<file path="src/rtl/core/sdsd_pkg.sv">
package sdsd_pkg;

  // Command codes carried on in_tuser
  typedef enum logic [2:0] {
    MODE_TICK  = 3'd0,
    MODE_SCORE = 3'd1,
    MODE_BITMAP = 3'd2,
    MODE_SET   = 3'd3,
    MODE_RESEND = 3'd4,
    MODE_BLINK = 3'd5
  } mode_t;

  // Result status codes
  typedef enum logic [1:0] {
    STAT_DONE = 2'd0,
    STAT_PEND = 2'd1,
    STAT_ERR  = 2'd2
  } stat_t;

  localparam int unsigned NUM_BYTES = 5;
  localparam int unsigned LAST_POS  = NUM_BYTES - 1;

  localparam logic [15:0] TOGGLE_GAP_RST = 16'd500;
  localparam logic [7:0]  SCORE_LIMIT    = 8'd100;
  localparam logic [2:0]  MAX_INDEX      = 3'd4;

  // Divide by ten as multiply by 205 and shift right by 11 (exact below 100)
  localparam logic [15:0] DIV10_MUL   = 16'd205;
  localparam int unsigned DIV10_SHIFT = 11;

  // One queued job: a five-byte frame or a single status-only result.
  // bytes[0] goes out first.
  typedef struct packed {
    logic                 frame;
    stat_t                status;
    logic [NUM_BYTES-1:0][7:0] bytes;
  } job_t;

  // Seven-segment pattern of one decimal digit
  function automatic logic [7:0] seg_of(input logic [3:0] digit);
    logic [7:0] seg;
    case (digit)
      4'd0: seg = 8'h7B;
      4'd1: seg = 8'h50;
      4'd2: seg = 8'hB3;
      4'd3: seg = 8'hF2;
      4'd4: seg = 8'hD8;
      4'd5: seg = 8'hEA;
      4'd6: seg = 8'hEB;
      4'd7: seg = 8'h70;
      4'd8: seg = 8'hFB;
      4'd9: seg = 8'hFA;
      default: seg = 8'h00;
    endcase
    return seg;
  endfunction

  // Tens digit of a score below 100
  function automatic logic [3:0] tens_of(input logic [7:0] score);
    logic [15:0] prod;
    prod = {8'd0, score} * DIV10_MUL;
    return prod[DIV10_SHIFT +: 4];
  endfunction

  // Ones digit of a score below 100
  function automatic logic [3:0] ones_of(input logic [7:0] score);
    logic [7:0] tens_x10;
    logic [7:0] rem;
    tens_x10 = {4'd0, tens_of(score)} * 8'd10;
    rem = score - tens_x10;
    return rem[3:0];
  endfunction

endpackage

</file>
<file path="src/rtl/core/score_display_shift_driver.sv">
// Score display shift driver: takes one command request per cycle on the in_ stream
// and returns, per request, either a five-byte frame (stored bytes 3, 2, 1, 0, then 4,
// byte_valid set, tlast on the fifth) or a single status-only result with tlast set.
// The command decoder updates the display and blink state in the cycle a request is
// accepted and places a job in a QUEUE_DEPTH-entry queue; the output sequencer then
// sends one result per cycle while out_tready is high. A job is written into the queue and
// then loaded into the output register before its first result appears.
// in_tready falls only when the queue is full. The blink toggle interval is written on
// the cfg_ port (reset value 500) and should only change while no request is in flight.
module score_display_shift_driver #(
  parameter int unsigned QUEUE_DEPTH = 2
) (
  input  logic         clk,
  input  logic         rst_n,
  input  logic         in_tvalid,
  output logic         in_tready,
  // now_time[31:0], first_score[39:32], second_score[47:40], pattern_a[55:48],
  // pattern_b[63:56], pattern_c[71:64], pattern_d[79:72], byte_index[82:80],
  // blink_length[114:83], zero fill[119:115]
  input  logic [119:0] in_tdata,
  // mode[2:0]
  input  logic [2:0]   in_tuser,
  output logic         out_tvalid,
  input  logic         out_tready,
  // segment_byte[7:0]
  output logic [7:0]   out_tdata,
  // byte_valid[0], status[2:1]
  output logic [2:0]   out_tuser,
  output logic         out_tlast,
  input  logic         cfg_valid,
  output logic         cfg_ready,
  input  logic [15:0]  cfg_data
);

  logic           accept;
  logic           q_full;
  logic           q_empty;
  logic           q_pop;
  sdsd_pkg::job_t front_job;
  sdsd_pkg::job_t head_job;

  assign in_tready = !q_full;
  assign accept    = in_tvalid && in_tready;
  assign cfg_ready = 1'b1;

  sdsd_front u_front (
    .clk          (clk),
    .rst_n        (rst_n),
    .accept       (accept),
    .mode         (in_tuser),
    .now_time     (in_tdata[31:0]),
    .first_score  (in_tdata[39:32]),
    .second_score (in_tdata[47:40]),
    .pattern_a    (in_tdata[55:48]),
    .pattern_b    (in_tdata[63:56]),
    .pattern_c    (in_tdata[71:64]),
    .pattern_d    (in_tdata[79:72]),
    .byte_index   (in_tdata[82:80]),
    .blink_length (in_tdata[114:83]),
    .cfg_we       (cfg_valid && cfg_ready),
    .cfg_data     (cfg_data),
    .job          (front_job)
  );

  sdsd_queue #(
    .DEPTH (QUEUE_DEPTH)
  ) u_queue (
    .clk   (clk),
    .rst_n (rst_n),
    .push  (accept),
    .din   (front_job),
    .full  (q_full),
    .pop   (q_pop),
    .dout  (head_job),
    .empty (q_empty)
  );

  sdsd_back u_back (
    .clk        (clk),
    .rst_n      (rst_n),
    .job        (head_job),
    .job_avail  (!q_empty),
    .job_take   (q_pop),
    .out_tvalid (out_tvalid),
    .out_tready (out_tready),
    .out_tdata  (out_tdata),
    .out_tuser  (out_tuser),
    .out_tlast  (out_tlast)
  );

endmodule

</file>
<file path="src/rtl/core/sdsd_front.sv">
module sdsd_front (
  input  logic                clk,
  input  logic                rst_n,
  input  logic                accept,
  input  logic [2:0]          mode,
  input  logic [31:0]         now_time,
  input  logic [7:0]          first_score,
  input  logic [7:0]          second_score,
  input  logic [7:0]          pattern_a,
  input  logic [7:0]          pattern_b,
  input  logic [7:0]          pattern_c,
  input  logic [7:0]          pattern_d,
  input  logic [2:0]          byte_index,
  input  logic [31:0]         blink_length,
  input  logic                cfg_we,
  input  logic [15:0]         cfg_data,
  output sdsd_pkg::job_t      job
);

  logic [sdsd_pkg::NUM_BYTES-1:0][7:0] stored_r, stored_nxt;
  logic        blink_active_r, blink_active_nxt;
  logic        showing_blank_r, showing_blank_nxt;
  logic [31:0] next_toggle_r, next_toggle_nxt;
  logic [31:0] blink_end_r, blink_end_nxt;
  logic [15:0] interval_r;
  logic        send_frame;
  logic        send_blank;
  sdsd_pkg::stat_t status;

  // Decode the request, update the display state and build the job
  always_comb begin
    stored_nxt        = stored_r;
    blink_active_nxt  = blink_active_r;
    showing_blank_nxt = showing_blank_r;
    next_toggle_nxt   = next_toggle_r;
    blink_end_nxt     = blink_end_r;
    send_frame        = 1'b0;
    send_blank        = 1'b0;
    status            = sdsd_pkg::STAT_DONE;
    if (accept) begin
      case (sdsd_pkg::mode_t'(mode))
        sdsd_pkg::MODE_TICK: begin
          if (!blink_active_r) begin
            status = sdsd_pkg::STAT_DONE;
          end else if (now_time > blink_end_r) begin
            // window over: stop and show the stored frame
            blink_active_nxt  = 1'b0;
            showing_blank_nxt = 1'b0;
            send_frame        = 1'b1;
          end else if (now_time > next_toggle_r) begin
            showing_blank_nxt = !showing_blank_r;
            next_toggle_nxt   = now_time + {16'd0, interval_r};
            send_frame        = 1'b1;
            send_blank        = !showing_blank_r;
            status            = sdsd_pkg::STAT_PEND;
          end else begin
            status = sdsd_pkg::STAT_PEND;
          end
        end
        sdsd_pkg::MODE_SCORE: begin
          if (first_score >= sdsd_pkg::SCORE_LIMIT ||
              second_score >= sdsd_pkg::SCORE_LIMIT) begin
            status = sdsd_pkg::STAT_ERR;
          end else begin
            stored_nxt[0] = sdsd_pkg::seg_of(sdsd_pkg::ones_of(second_score));
            stored_nxt[1] = sdsd_pkg::seg_of(sdsd_pkg::tens_of(second_score));
            stored_nxt[2] = sdsd_pkg::seg_of(sdsd_pkg::ones_of(first_score));
            stored_nxt[3] = sdsd_pkg::seg_of(sdsd_pkg::tens_of(first_score));
            send_frame    = 1'b1;
          end
        end
        sdsd_pkg::MODE_BITMAP: begin
          stored_nxt[0] = pattern_a;
          stored_nxt[1] = pattern_b;
          stored_nxt[2] = pattern_c;
          stored_nxt[3] = pattern_d;
          send_frame    = 1'b1;
        end
        sdsd_pkg::MODE_SET: begin
          if (byte_index > sdsd_pkg::MAX_INDEX) begin
            status = sdsd_pkg::STAT_ERR;
          end else begin
            stored_nxt[byte_index] = pattern_a;
          end
        end
        sdsd_pkg::MODE_RESEND: begin
          send_frame = 1'b1;
        end
        sdsd_pkg::MODE_BLINK: begin
          blink_end_nxt    = now_time + blink_length;
          blink_active_nxt = 1'b1;
          status           = sdsd_pkg::STAT_PEND;
        end
        default: begin
          status = sdsd_pkg::STAT_ERR;
        end
      endcase
    end

    // Send order is stored byte 3, 2, 1, 0, then 4
    job.frame  = send_frame;
    job.status = status;
    if (send_frame && !send_blank) begin
      job.bytes = {stored_nxt[4], stored_nxt[0], stored_nxt[1],
                   stored_nxt[2], stored_nxt[3]};
    end else begin
      job.bytes = '0;
    end
  end

  // Hold display state and the blink interval
  always_ff @(posedge clk) begin
    if (!rst_n) begin
      stored_r        <= '0;
      blink_active_r  <= 1'b0;
      showing_blank_r <= 1'b0;
      next_toggle_r   <= '0;
      blink_end_r     <= '0;
      interval_r      <= sdsd_pkg::TOGGLE_GAP_RST;
    end else begin
      stored_r        <= stored_nxt;
      blink_active_r  <= blink_active_nxt;
      showing_blank_r <= showing_blank_nxt;
      next_toggle_r   <= next_toggle_nxt;
      blink_end_r     <= blink_end_nxt;
      if (cfg_we) begin
        interval_r <= cfg_data;
      end
    end
  end

endmodule

</file>
<file path="src/rtl/core/sdsd_queue.sv">
module sdsd_queue #(
  parameter int unsigned DEPTH = 2
) (
  input  logic           clk,
  input  logic           rst_n,
  input  logic           push,
  input  sdsd_pkg::job_t din,
  output logic           full,
  input  logic           pop,
  output sdsd_pkg::job_t dout,
  output logic           empty
);

  localparam int unsigned PTR_W = (DEPTH > 1) ? $clog2(DEPTH) : 1;
  localparam int unsigned CNT_W = $clog2(DEPTH + 1);
  localparam logic [PTR_W-1:0] PTR_LAST = PTR_W'(DEPTH - 1);
  localparam logic [CNT_W-1:0] CNT_FULL = CNT_W'(DEPTH);

  sdsd_pkg::job_t mem [DEPTH];
  logic [PTR_W-1:0] wr_ptr_r, wr_ptr_nxt;
  logic [PTR_W-1:0] rd_ptr_r, rd_ptr_nxt;
  logic [CNT_W-1:0] count_r, count_nxt;
  logic             do_push, do_pop;

  assign full    = (count_r == CNT_FULL);
  assign empty   = (count_r == '0);
  assign do_push = push && !full;
  assign do_pop  = pop && !empty;
  assign dout    = mem[rd_ptr_r];

  // Advance pointers with wrap and track the fill level
  always_comb begin
    wr_ptr_nxt = wr_ptr_r;
    rd_ptr_nxt = rd_ptr_r;
    count_nxt  = count_r;
    if (do_push) begin
      wr_ptr_nxt = (wr_ptr_r == PTR_LAST) ? '0 : wr_ptr_r + 1'b1;
    end
    if (do_pop) begin
      rd_ptr_nxt = (rd_ptr_r == PTR_LAST) ? '0 : rd_ptr_r + 1'b1;
    end
    if (do_push && !do_pop) begin
      count_nxt = count_r + 1'b1;
    end else if (do_pop && !do_push) begin
      count_nxt = count_r - 1'b1;
    end
  end

  always_ff @(posedge clk) begin
    if (!rst_n) begin
      wr_ptr_r <= '0;
      rd_ptr_r <= '0;
      count_r  <= '0;
    end else begin
      wr_ptr_r <= wr_ptr_nxt;
      rd_ptr_r <= rd_ptr_nxt;
      count_r  <= count_nxt;
    end
  end

  // Job storage
  always_ff @(posedge clk) begin
    if (do_push) begin
      mem[wr_ptr_r] <= din;
    end
  end

endmodule

</file>
<file path="src/rtl/core/sdsd_back.sv">
module sdsd_back (
  input  logic           clk,
  input  logic           rst_n,
  input  sdsd_pkg::job_t job,
  input  logic           job_avail,
  output logic           job_take,
  output logic           out_tvalid,
  input  logic           out_tready,
  output logic [7:0]     out_tdata,
  output logic [2:0]     out_tuser,
  output logic           out_tlast
);

  localparam logic [2:0] POS_LAST = 3'(sdsd_pkg::LAST_POS);

  sdsd_pkg::job_t cur_r, cur_nxt;
  logic           busy_r, busy_nxt;
  logic [2:0]     pos_r, pos_nxt;
  logic           is_last;
  logic           sent;

  assign is_last  = !cur_r.frame || (pos_r == POS_LAST);
  assign sent     = busy_r && out_tready;
  assign job_take = job_avail && (!busy_r || (sent && is_last));

  // Step through the current job one result per cycle while out_tready is high
  always_comb begin
    cur_nxt  = cur_r;
    busy_nxt = busy_r;
    pos_nxt  = pos_r;
    if (job_take) begin
      cur_nxt  = job;
      busy_nxt = 1'b1;
      pos_nxt  = '0;
    end else if (sent) begin
      if (is_last) begin
        busy_nxt = 1'b0;
      end else begin
        cur_nxt.bytes = cur_r.bytes >> 8;
        pos_nxt       = pos_r + 1'b1;
      end
    end
  end

  always_ff @(posedge clk) begin
    if (!rst_n) begin
      busy_r <= 1'b0;
      pos_r  <= '0;
    end else begin
      busy_r <= busy_nxt;
      pos_r  <= pos_nxt;
    end
  end

  // Payload needs no reset
  always_ff @(posedge clk) begin
    cur_r <= cur_nxt;
  end

  assign out_tvalid = busy_r;
  assign out_tdata  = cur_r.bytes[0];
  assign out_tuser  = {cur_r.status, cur_r.frame};
  assign out_tlast  = is_last;

endmodule

</file>
<file path="config.mk">
export PLATFORM = sky130hd
export DESIGN_NAME = score_display_shift_driver
export DESIGN_NICKNAME = d
export VERILOG_FILES = /design/src/rtl/core/sdsd_pkg.sv /design/src/rtl/core/score_display_shift_driver.sv /design/src/rtl/core/sdsd_front.sv /design/src/rtl/core/sdsd_queue.sv /design/src/rtl/core/sdsd_back.sv
export SDC_FILE = /design/constraint.sdc
export NUM_CORES = 1
export LEC_CHECK = 0
export BUFFER_PORTS_ARGS = -buffer_cell sky130_fd_sc_hd__buf_2
export CAP_MARGIN = 20
export CORE_MARGIN = 4
export CORE_UTILIZATION = 60
export CTS_BUF_LIST = sky130_fd_sc_hd__clkbuf_8 sky130_fd_sc_hd__clkbuf_16
export DETAILED_ROUTE_END_ITERATION = 10
export PLACE_DENSITY = 0.8
export SYNTH_ARGS = -nofsm -noshare
export SYNTH_HDL_FRONTEND = slang
export SYNTH_HIERARCHICAL = 1
export SYNTH_SLANG_ARGS = --single-unit
</file>
<file path="constraint.sdc">
create_clock -name clk -period 7.4 [get_ports clk]
set_clock_uncertainty 0.05 [all_clocks]
set_input_delay 0.37 -clock clk [delete_from_list [all_inputs] [get_ports clk]]
set_output_delay 0.37 -clock clk [all_outputs]
set_load 0.01 [all_outputs]
</file>
==> summary.txt <==
Route
  • Final wirelength: 45.76 mm
  • Routed Antenna Nets: 0
  • Drt pass-1 iters: 5
  • Post-DR vias/cell: 6.114
  • DRC violation total after the first TritonRoute iteration: 1,277
  • Remaining DRCs: 0
  • DR WL/cell: 19.00 um
  • Vias: 14,720

Clock tree
  • Clock sinks: 260
  • CTS H-tree depth: 1
  • CTS buffer count: 28
  • CTS Root Cell: clkbuf_16
  • Cts hold-fix bufs: 6
  • CTS max path bufs: 3
  • Postcts setup bufs: 0
  • Clock-pin slew on the worst setup and hold paths: 0.06 ns
  • Clock Latency Late Sink: 0.55 ns
  • CTS tree: yes
  • Post-CTS resize count: 0

Worst setup path
  • Crit Path Max Fanout: 12
  • Kind of critical path: input port to flop
  • Worst-path cell with the longest stage delay: fa_1
  • Worst Path Buf+Inv: 5
  • Critical register-to-register path startpoint: u_front/blink_end_r[31]$_SDFFE_PN0P_
  • Worst reg2reg endpoint: u_front/next_toggle_r[2]$_SDFFE_PN0P_
  • CP cell instances: buf_2, inv_1, ha_1, ha_1, inv_1, fa_1, fa_1, inv_1, ha_1, o21a_1, o21ai_0, o21bai_2, a21o_1, xnor2_1, inv_1, ha_1, fa_1, xor2_1, xnor3_1, xnor2_2, mux2_2, o31ai_2, a21oi_1
  • Worst setup startpoint: in_tdata[40]
  • CP required: 7.61 ns
  • Crit path capture type: flop
  • CP max stage delay: 0.55 ns
  • Reg2Reg Depth: 11
  • CP delay by family, top: adder cells
  • Setup crit start kind: input port
  • WP data arrival: 6.61 ns
  • Reg2Reg Setup Slack: 3.64 ns

Floorplanning
  • Core area: 29,870 um^2
  • Die X-Extent: 182.6 um
  • I/O pin total: 159
  • DIE AREA: 33,350 um^2
  • Initial Util: 61.24%
  • Die height: 182.6 um
  • Cell Rows: 63

Global routing
  • Initial antenna violation count: 3
  • First-pass GRT wire length: 73.86 mm
  • Grt ovf: 0
  • GRT Total Usage: 26.88%
  • Pin count of the biggest net entering global routing: 60
  • Number of global-route vias before repair: 14,960

Timing
  • Max Fclk: 0.1562 GHz
  • TNS Setup: 0 ns
  • Max Slew Vio Count: 0
  • Final Hold Fails: 0
  • Fin crit share: 86.51%
  • Worst-Margin Slew: 1.026 ns
  • Min Hold Slack: 0.02301 ns
  • Min Tclk post-route: 6.402 ns
  • RSZ-0062 raised after global routing: false
  • Worst slew margin: 31.29%
  • Endpoints failing setup: 0

Layout
  • Layout area overhead: 10.75%
  • Fraction of layout cells with a size suffix above 1: 16.31%
  • Final Net Count: 2,387
  • Post-layout util: 67.82%
  • Final non-filler cell total: 2,408

Synthesis
  • Synthesized area: 18,300 um^2
  • Adder-Cell Fraction of Synth Area: 18.03%
  • Top_reg_cell synth: dfxtp_1
  • Post-synth top area share: 21.17%
  • Synth Area in XOR/XNOR: 3.590%
  • Synth area leaders: edfxtp_1 (21%), ha_1 (15%), dfxtp_1 (14%)
  • Post-synthesis simple-gate area fraction: 12.36%
  • Largest area contributor in the netlist: edfxtp_1
  • Mean Syn Cell Area: 9.799 um^2
  • Syn nets: 2,259
  • Main combinational cell family by area after synthesis: adder cells
  • Yosys warnings: 6
  • Netlist cell types: 96
  • Seq cells post-synth: 260
  • Ys async rst share: 0%
  • Post-synthesis cell count: 1,867
  • Post-synth top cells: ha_1 (222), inv_1 (172), nor2_1 (161)
  • EDFF count, synth: 129
  • Mux cell area share after synthesis: 7.844%
  • Compound-gate portion of the synthesized area: 16.63%
  • Cell with the most instances after synthesis: ha_1
  • Seq/Total Area, Yosys: 35.51%

Place
  • Dpl cells: 2,348
  • RD Place Congestion: 0.9170
  • I/O Buffers: 152
  • DP HPWL: 33.24 mm

Outcome
  • Status: finished, final reports clean

Hold path
  • Hold WC Path Type: input port to flop
  • Origin of the worst min-delay path: cfg_data[11]
  • Hold path depth: 3
  • Hold path endpoint: u_front/interval_r[11]$_SDFFE_PN0P_

Pwr
  • Peak supply drop: 0.2053 mV
  • Leakage: 8.463 nW
  • Final Power: 6.082 mW
  • PwrDens: 300.2 nW/um^2

Run
  • Max-cap viol count: 0
area by class of cell:
type / count / area, um^2
diodes: 1 / 2.502
clock inverters: 24 / 252.7
clock buffers: 28 / 700.7
multi-input cells: 1358 / 10730
repair buffers: 172 / 938.4
flip-flops and latches: 260 / 6497
fillers: 2273 / 9613
well taps: 390 / 488.0
inverters: 175 / 656.9
cell families (layout without fill, tap and decap cells):
family,count (synthesis),count (layout)
other,1,2
and+or+nand+nor,470,470
adders and majority gates,248,248
AOI/OAI and AO/OA,446,446
muxes,122,122
buffers and inverters,249,399
DFF,260,260
xor gates and xnor gates,71,71
layer usage:
layer	up-vias	share of wire, %	track usage (%)
met3	133	7.4	3.986
met5	-	0.052	0
met4	4	4.3	10.78
met1	6928	40	33.55
li1	7005	-	-
met2	652	48	46.79
registers in the layout (all words and copies together), names as in the netlist, named ones only:
| register | count |
|---|---|
| u_back/pos_r | 3 |
| u_back/out_tvalid | 1 |
| u_front/showing_blank_r | 1 |
| u_front/blink_end_r | 32 |
| u_front/interval_r | 16 |
| u_queue/wr_ptr_r | 1 |
| u_front/next_toggle_r | 32 |
| u_back/out_tuser | 3 |
| u_front/stored_r | 40 |
| u_front/blink_active_r | 1 |
| u_back/cur_r | 32 |
| u_queue/count_r | 2 |
| u_back/out_tdata | 8 |
| u_queue/mem | 86 |
| u_queue/rd_ptr_r | 1 |
report_power, final:
group | leakage (nW) | switching (mW) | internal, mW | total, mW
registers | 2.31 | 0.0930 | 1.87 | 1.96
logic | 5.67 | 1.55 | 1.13 | 2.68
clock network | 0.480 | 0.579 | 0.864 | 1.44
total | 8.46 | 2.22 | 3.86 | 6.08
cell usage in the layout (no fill, tap or decap), types with 9 or more instances in the layout:
master	synthesis	layout
ha_1	222	222
inv_1	172	175
nor2_1	161	161
buf_2	8	152
dfxtp_1	131	130
edfxtp_1	129	129
a21oi_1	122	121
nand2_1	103	103
o21ai_0	72	72
nor3_1	47	47
mux2_2	46	46
mux2i_1	44	44
xnor2_1	42	42
mux2_4	31	31
o21a_1	30	30
clkbuf_16	0	28
o211ai_1	27	27
a21o_1	26	26
xor2_1	26	26
fa_1	26	26
and2_1	21	21
nand4_1	19	19
a211oi_1	19	19
nand3_1	19	19
and3_1	20	18
a22oi_1	17	17
or3_1	15	15
nor2b_1	14	14
o21ai_1	15	14
a221oi_1	14	14
buf_4	19	13
a311oi_1	12	12
nor3b_1	12	11
a31oi_1	11	11
nand2b_1	10	10
clkinv_2	0	9
worst max-delay path by stage:
stage                              endpoint  cells after the start
2_1_floorplan   u_queue/mem[0][9]$_DFFE_PP_                     21
3_3_place_gp   u_queue/mem[0][31]$_DFFE_PP_                     23
3_5_place_dp   u_queue/mem[0][31]$_DFFE_PP_                     23
4_1_cts        u_queue/mem[1][31]$_DFFE_PP_                     23
5_1_grt        u_queue/mem[1][31]$_DFFE_PP_                     23
6_report       u_queue/mem[1][31]$_DFFE_PP_                     23
through the flow:
stage / setup WS (ns) / cell area [um^2]
after CTS: 1.042 / 20240
after floorplan: 1.477 / 18300
final: 0.9983 / 20260
after global routing: 0.6456 / 20260
after global placement: 0.6838 / 19230
after detailed placement: 0.4866 / 19230
tightest hold or removal path: stages:
cell and delay (ns):
buf_2 0.08, mux2i_1 0.06, nor2_1 0.07
No activity file was read; power rests on OpenSTA's default activity.
